<file path="src/cht_pkg.sv">
// shared constants and types for the chained hash table
`default_nettype none
package cht_pkg;

  localparam int MAX_BUCKETS = 16;
  localparam int POOL_NODES  = 32;

  localparam int KEY_W   = 31;
  localparam int VALUE_W = 32;
  localparam int CFG_W   = 5;
  localparam logic [CFG_W-1:0] CFG_RESET = CFG_W'(10);

  // bucket index, divisor, pool pointer and key bit index widths
  localparam int BKT_W  = (MAX_BUCKETS > 1) ? $clog2(MAX_BUCKETS) : 1;
  localparam int DIV_W  = BKT_W + 1;
  localparam int NODE_W = $clog2(POOL_NODES);
  localparam int PTR_W  = $clog2(POOL_NODES + 1);
  localparam int BIT_W  = $clog2(KEY_W);

  // operation codes carried by in_kind
  localparam logic KIND_INSERT = 1'b0;
  localparam logic KIND_SEARCH = 1'b1;

  // one pool node as stored in the node memory
  typedef struct packed {
    logic [KEY_W-1:0]   key;
    logic [VALUE_W-1:0] value;
    logic [PTR_W-1:0]   link;
  } node_t;

  localparam int NODE_BITS = KEY_W + VALUE_W + PTR_W;

  // controller to datapath
  typedef struct packed {
    logic load;       // capture a new request
    logic mod_step;   // one remainder bit
    logic ins_write;  // link a new node at the bucket head
    logic from_link;  // next node address from the link just read
  } cht_cmd_t;

  // datapath to controller
  typedef struct packed {
    logic is_search;
    logic mod_last;
    logic pool_full;
    logic head_zero;
    logic key_match;
    logic link_zero;
  } cht_stat_t;

endpackage
`default_nettype wire

</file>
<file path="src/cht_ram.sv">
// generic single write port ram with registered read
`default_nettype none
module cht_ram #(
  parameter int WIDTH = 8,
  parameter int DEPTH = 16
) (
  input  wire logic                     clk,
  input  wire logic                     we,
  input  wire logic [$clog2(DEPTH)-1:0] waddr,
  input  wire logic [WIDTH-1:0]         wdata,
  input  wire logic [$clog2(DEPTH)-1:0] raddr,
  output logic      [WIDTH-1:0]         rdata
);

  logic [WIDTH-1:0] mem [DEPTH];

  // write port and registered read port
  always_ff @(posedge clk) begin
    if (we) begin
      mem[waddr] <= wdata;
    end
    rdata <= mem[raddr];
  end

endmodule
`default_nettype wire

</file>
<file path="src/cht_dp.sv">
// datapath: serial modulo, bucket heads, node pool and key compare
`default_nettype none
module cht_dp import cht_pkg::*; (
  input  wire logic                clk,
  input  wire logic                rst_n,
  input  wire logic                cfg_we,
  input  wire logic [CFG_W-1:0]    cfg_wdata,
  input  wire logic                in_kind,
  input  wire logic [KEY_W-1:0]    in_key,
  input  wire logic [VALUE_W-1:0]  in_value,
  input  wire cht_cmd_t            cmd,
  output cht_stat_t                stat
);

  logic [CFG_W-1:0]   bcount_r;
  logic               kind_r;
  logic [KEY_W-1:0]   key_r;
  logic [VALUE_W-1:0] value_r;
  logic [BKT_W-1:0]   rem_r;
  logic [BKT_W-1:0]   rem_nxt;
  logic [BIT_W-1:0]   bit_r;
  logic [PTR_W-1:0]   used_r;
  logic [PTR_W-1:0]   head_r [MAX_BUCKETS];
  logic [DIV_W-1:0]   divisor;
  logic [DIV_W-1:0]   trial;
  logic [PTR_W-1:0]   head_sel;
  logic [PTR_W-1:0]   next_ptr;
  logic [NODE_W-1:0]  raddr;
  node_t              wnode;
  node_t              rnode;

  // bucket count clamped to 1..MAX_BUCKETS
  always_comb begin
    priority if (bcount_r == '0) begin
      divisor = DIV_W'(1);
    end else if (int'(bcount_r) > MAX_BUCKETS) begin
      divisor = DIV_W'(MAX_BUCKETS);
    end else begin
      divisor = DIV_W'(bcount_r);
    end
  end

  // restoring remainder step, one key bit per cycle from the top
  assign trial   = {rem_r, key_r[bit_r]};
  assign rem_nxt = (trial >= divisor) ? BKT_W'(trial - divisor) : BKT_W'(trial);

  // configuration register
  always_ff @(posedge clk) begin
    if (!rst_n) begin
      bcount_r <= CFG_RESET;
    end else if (cfg_we) begin
      bcount_r <= cfg_wdata;
    end
  end

  // request capture and remainder iteration
  always_ff @(posedge clk) begin
    if (cmd.load) begin
      kind_r  <= in_kind;
      key_r   <= in_key;
      value_r <= in_value;
      rem_r   <= '0;
      bit_r   <= BIT_W'(KEY_W - 1);
    end else if (cmd.mod_step) begin
      rem_r <= rem_nxt;
      bit_r <= bit_r - BIT_W'(1);
    end
  end

  // bucket heads and pool fill count
  always_ff @(posedge clk) begin
    if (!rst_n) begin
      used_r <= '0;
      for (int i = 0; i < MAX_BUCKETS; i++) begin
        head_r[i] <= '0;
      end
    end else if (cmd.ins_write) begin
      head_r[rem_r] <= used_r + PTR_W'(1);
      used_r        <= used_r + PTR_W'(1);
    end
  end

  assign head_sel = head_r[rem_r];

  // node memory, new node points at the old head
  assign wnode.key   = key_r;
  assign wnode.value = value_r;
  assign wnode.link  = head_sel;

  assign next_ptr = cmd.from_link ? rnode.link : head_sel;
  assign raddr    = NODE_W'(next_ptr - PTR_W'(1));

  cht_ram #(
    .WIDTH (NODE_BITS),
    .DEPTH (POOL_NODES)
  ) u_nodes (
    .clk   (clk),
    .we    (cmd.ins_write),
    .waddr (used_r[NODE_W-1:0]),
    .wdata (wnode),
    .raddr (raddr),
    .rdata (rnode)
  );

  // status back to the controller
  assign stat.is_search = (kind_r == KIND_SEARCH);
  assign stat.mod_last  = (bit_r == '0);
  assign stat.pool_full = (int'(used_r) >= POOL_NODES);
  assign stat.head_zero = (head_sel == '0);
  assign stat.key_match = (rnode.key == key_r);
  assign stat.link_zero = (rnode.link == '0);

endmodule
`default_nettype wire

</file>
<file path="src/cht_ctrl.sv">
// controller state machine for insert and search requests
`default_nettype none
module cht_ctrl import cht_pkg::*; (
  input  wire logic      clk,
  input  wire logic      rst_n,
  input  wire logic      start,
  output logic           busy,
  input  wire cht_stat_t stat,
  output cht_cmd_t       cmd,
  output logic           out_strobe,
  output logic           out_found,
  output logic           out_status
);

  typedef enum logic [1:0] {
    ST_IDLE,
    ST_MOD,
    ST_LOOK,
    ST_WALK
  } state_t;

  state_t state_r, state_nxt;
  logic   strobe_r, strobe_nxt;
  logic   found_r, found_nxt;
  logic   status_r, status_nxt;

  assign busy = (state_r != ST_IDLE);

  // next state, commands and result
  always_comb begin
    state_nxt     = state_r;
    strobe_nxt    = 1'b0;
    found_nxt     = found_r;
    status_nxt    = status_r;
    cmd.load      = 1'b0;
    cmd.mod_step  = 1'b0;
    cmd.ins_write = 1'b0;
    cmd.from_link = 1'b0;
    unique case (state_r)
      ST_IDLE: begin
        if (start) begin
          cmd.load  = 1'b1;
          state_nxt = ST_MOD;
        end
      end
      ST_MOD: begin
        cmd.mod_step = 1'b1;
        if (stat.mod_last) begin
          state_nxt = ST_LOOK;
        end
      end
      ST_LOOK: begin
        if (!stat.is_search) begin
          cmd.ins_write = !stat.pool_full;
          strobe_nxt    = 1'b1;
          found_nxt     = 1'b0;
          status_nxt    = stat.pool_full;
          state_nxt     = ST_IDLE;
        end else if (stat.head_zero) begin
          strobe_nxt = 1'b1;
          found_nxt  = 1'b0;
          status_nxt = 1'b0;
          state_nxt  = ST_IDLE;
        end else begin
          state_nxt = ST_WALK;
        end
      end
      ST_WALK: begin
        cmd.from_link = 1'b1;
        if (stat.key_match || stat.link_zero) begin
          strobe_nxt = 1'b1;
          found_nxt  = stat.key_match;
          status_nxt = 1'b0;
          state_nxt  = ST_IDLE;
        end
      end
      default: state_nxt = ST_IDLE;
    endcase
  end

  // state and registered result
  always_ff @(posedge clk) begin
    if (!rst_n) begin
      state_r  <= ST_IDLE;
      strobe_r <= 1'b0;
      found_r  <= 1'b0;
      status_r <= 1'b0;
    end else begin
      state_r  <= state_nxt;
      strobe_r <= strobe_nxt;
      found_r  <= found_nxt;
      status_r <= status_nxt;
    end
  end

  assign out_strobe = strobe_r;
  assign out_found  = found_r;
  assign out_status = status_r;

  // a result comes only once the request has finished
  a_strobe_idle: assert property (@(posedge clk) disable iff (!rst_n)
    out_strobe |-> !busy)
    else $error("result strobe while busy");

  // accepted request keeps the block busy next cycle
  a_accept_busy: assert property (@(posedge clk) disable iff (!rst_n)
    (start && !busy) |=> busy)
    else $error("request accepted but block not busy");

  // one result per request, never two in a row
  a_single_strobe: assert property (@(posedge clk) disable iff (!rst_n)
    out_strobe |=> !out_strobe)
    else $error("back to back result strobes");

  // a dropped insert never reports a hit
  a_drop_not_found: assert property (@(posedge clk) disable iff (!rst_n)
    (out_strobe && out_status) |-> !out_found)
    else $error("dropped insert reported found");

endmodule
`default_nettype wire

</file>
<file path="src/chained_hash_table_core.sv">
// top level of the chained hash table core
//
//  channel   ports                                   transfer
//  request   start, busy, in_kind, in_key, in_value  start && !busy
//  result    out_strobe, out_found, out_status       out_strobe, one cycle
//  config    cfg_we, cfg_wdata                       cfg_we
//
// every request first runs a bit-serial key modulo that selects a bucket, then
// a bucket head lookup; an insert ends there.
// a search then reads one chain node per cycle from the node ram until the key
// matches or the end of the chain (or an empty bucket) is reached.
// synchronous active-low reset empties all buckets and the pool; no clearing
// pass is needed. the receiver cannot stall: each result shows for one cycle.
`default_nettype none
module chained_hash_table_core import cht_pkg::*; (
  input  wire logic                      clk,
  input  wire logic                      rst_n,
  input  wire logic                      cfg_we,
  input  wire logic [CFG_W-1:0]          cfg_wdata,
  input  wire logic                      start,
  output logic                           busy,
  input  wire logic                      in_kind,
  input  wire logic [KEY_W-1:0]          in_key,
  input  wire logic signed [VALUE_W-1:0] in_value,
  output logic                           out_strobe,
  output logic                           out_found,
  output logic                           out_status
);

  cht_cmd_t  cmd;
  cht_stat_t stat;

  // sequencing
  cht_ctrl u_ctrl (
    .clk        (clk),
    .rst_n      (rst_n),
    .start      (start),
    .busy       (busy),
    .stat       (stat),
    .cmd        (cmd),
    .out_strobe (out_strobe),
    .out_found  (out_found),
    .out_status (out_status)
  );

  // storage and arithmetic
  cht_dp u_dp (
    .clk       (clk),
    .rst_n     (rst_n),
    .cfg_we    (cfg_we),
    .cfg_wdata (cfg_wdata),
    .in_kind   (in_kind),
    .in_key    (in_key),
    .in_value  (in_value),
    .cmd       (cmd),
    .stat      (stat)
  );

endmodule
`default_nettype wire
</file>
<file path="config.mk">
export PLATFORM = sky130hd
export DESIGN_NAME = chained_hash_table_core
export DESIGN_NICKNAME = d
export VERILOG_FILES = /design/src/cht_pkg.sv /design/src/cht_ram.sv /design/src/cht_dp.sv /design/src/cht_ctrl.sv /design/src/chained_hash_table_core.sv
export SDC_FILE = /design/constraint.sdc
export NUM_CORES = 2
export LEC_CHECK = 0
export ABC_AREA = 0
export BUFFER_PORTS_ARGS = -buffer_cell sky130_fd_sc_hd__buf_2
export CORE_AREA = 4 4 318 320
export DETAILED_ROUTE_END_ITERATION = 12
export DIE_AREA = 0 0 322 324
export PLACE_DENSITY_LB_ADDON = 0.05
export SLEW_MARGIN = 15
export SYNTH_ARGS = -nofsm -noshare
export SYNTH_HDL_FRONTEND = slang
export SYNTH_SLANG_ARGS = --single-unit
</file>
<file path="constraint.sdc">
create_clock -name clk -period 7.24 [get_ports clk]
set_input_delay 1.086 -clock clk [delete_from_list [all_inputs] [get_ports clk]]
set_output_delay 1.086 -clock clk [all_outputs]
set_load 0.02 [all_outputs]
</file>
==> out/metrics.csv <==
metric,value,unit
rows,115,
cts_inserted_buffers,142,
fin_tns_setup,0,ns
path_clk_slew,0.06,ns
synth-simple-area-share,0.120,
drv_cap,0,
routedWlPerCell,27.3,um
ys_warn_count,0,
synthArstFlopShare,0,
drive_above_1_share,0.119,
grt_start_max_net_pins,214,
synth_nets,3795,
peakVddDrop,0.000696,V
synth_area_leaders,"edfxtp_1 73%, nand2_1 6.6%, mux2i_1 3.0%",
ys_seq_area_frac,0.756,
fin_util,0.616,
hpwl,73400,um
synth_compound_area_frac,0.0470,
synth_edf_count,1312,
cts_hold_buf,0,
worst_r2r_endpoint,u_dp.u_nodes.rdata[57],
path_buf_inv,4,
grt_pass1_vias,31100,
syn_inst,3710,
grt_usage,0.270,
required,7.84,ns
fmax,0.186,GHz
cts_tree,built,
cp_data_arrival_time,5.97,ns
cts.repair.resized,0,
die_h,324,um
cts_buffer_depth,3,
die_width,322,um
r2r_slack,1.87,ns
tightest_slew,1.24,ns
drv_slew,0,
synth_top_family_by_area,simple AND/OR/NAND/NOR gates,
cts_root_buf,clkbuf_16,
initial_core_util,0.549,
yosysTopAreaCellShare,0.732,
power_density,450,nW/um^2
design.die.area,104000,um^2
antenna_found_initial,2,
cp_top_family,buffers and inverters,
status,finished clean,
area_delta_synth_final,12.2,%
finClkSkew,0.0219,ns
worstPathCellList,buf_4 > mux4_2 > mux2i_1 > mux2i_2 > buf_4 > mux2_2 > inv_1 > ha_1 > nand3_2 > xor2_2 > nand3_2 > buf_4 > a31oi_1 > nor4_2,
cpPeakStageDelay,0.93,ns
grt_first_pass_wirelength,204000,um
reg2reg_depth,14,
setup_violations,0,
drt_iter0_markers,3987,
cts.sinks,1378,
hold_violations,0,
min-delay-start,u_ctrl.out_found,
final_common_cell,edfxtp_1,
yosys.cell_types.count,61,
synthesis.area,53800,um^2
drc,0,
period_minus_slack,5.37,ns
place_congestion,0.805,
final_cell_mix,"1312 x edfxtp_1, 949 x nand2_1, 305 x nand3_1, 161 x mux2i_1, 149 x clkbuf_16",
insertion_delay,0.73,ns
num-nets-final,3857,
synth-xor-area-share,0.00792,
period_share,0.742,
slew_headroom,0.175,
rsz0062_at_grt,false,
core-area,98100,um^2
post_cts_buffers,0,
min_path_cells,2,
syn_area_per_cell,14.5,um^2
ant_nets,0,
synthAdderAreaFrac,0.00293,
vias_per_cell,6.18,
crit_top_cell,buf_4,
overflow,0,
synthFlopType,edfxtp_1,
crit_slowest_cell,nand3_2,
ys_seq_elements,1378,
start_kind,flop,
first_pass_iters,6,
ctsHtreeMaxLevel,4,
worstHoldEndpoint,u_ctrl.out_found,
antennaDiodeCount,0,
totalWireLength,141000,um
critical_path.max_fanout,34,
synth_top_area_cell,edfxtp_1,
endpoint_kind,flop,
io_buffers,44,
power_leakage,0.0200,uW
crit_type,reg -> reg,
ios,77,
synth.area.mux_share,0.0468,
hold_class,reg -> reg,
num_vias,32000,
kinds of logic after synthesis:
| family | Yosys count |
|---|---|
| adder cells (fa/ha/maj) | 12 |
| AO/OA/AOI/OAI | 337 |
| AND/OR/NAND/NOR | 1495 |
| multiplexers | 204 |
| XOR/XNOR | 47 |
| buffers and inverters | 237 |
| flip-flops | 1378 |
area by class of cell:
class,instances,area (um^2)
clock buffers,218,4150
clock inverters,44,424
fillers,7236,37700
inverters,13,56.3
multi-input cells,2095,12400
flip-flops and latches,1378,40700
well taps,1287,1610
repair buffers,142,1100
how the worst max path moves through the flow:
stage / to / startpoint / cells after the start
CTS: u_dp.u_nodes.rdata[57] / flop / 14
global route: u_dp.u_nodes.rdata[45] / flop / 12
finish: u_dp.u_nodes.rdata[57] / flop / 14
floorplan: u_dp.u_nodes.rdata[53] / flop / 16
detailed placement: u_dp.u_nodes.rdata[57] / flop / 14
global placement: u_dp.u_nodes.rdata[57] / flop / 14
state kept, by name, summed over array words and instances (netlist names), named ones only:
signal and flops:
u_ctrl.out_found 1, u_ctrl.out_strobe 1, u_dp.u_nodes.rdata 37, u_dp.kind_r 1, u_dp.u_nodes.mem 1184, u_dp.bit_r 5
u_dp.head_r 96, u_dp.key_r 31, u_ctrl.out_status 1, u_ctrl.state_r 2, u_dp.bcount_r 5, u_dp.used_r 6
u_dp.rem_r 4
through the flow:
stage                     setup WS, ns  instance area [um^2]  cells  hold slack [ns]  total power, uW
after floorplan                   3.13                 53800   3710            0.466            16500
after global placement            2.03                 55800   4914            0.453            20000
after detailed placement          1.96                 55800   4914            0.463            20200
after CTS                         1.94                 60400   5176            0.473            27300
after global routing              1.65                 60400   5177            0.497            28400
final                             1.87                 60400   5177            0.470            27200
synthesized netlist by cell type, types with 16 or more instances:
library cell / number
nand2_1: 949
mux4_2: 29
xnor2_1: 20
buf_2: 38
a31oi_1: 148
a32oi_1: 148
edfxtp_1: 1312
mux2i_1: 162
xor2_1: 25
nor2_1: 141
nor4_1: 16
nor4_2: 31
clkbuf_1: 164
nand3_1: 305
dfxtp_1: 66
report_power, final:
group,switching (uW),internal [uW]
clock,2890,4200
sequential,188,9200
combinational,7390,3320
total,10500,16700
worst min-delay path, stage by stage, from the launching register on:
cell and delay (ns):
dfxtp_1 0.31, nand2_1 0.06, o21ai_1 0.05
metal layers:
layer  vias to the layer above  global-route usage  routed length (um)  part of all wire
met3                       251              0.0395               11100             0.079
met2                      1425               0.450               68700              0.49
met4                         0              0.0893                4240             0.030
met1                     16200               0.372               57100              0.40
met5                         -                   0                   0                 0
li1                      14100                   -                   -                 -
(Power assumes the default switching activity.)
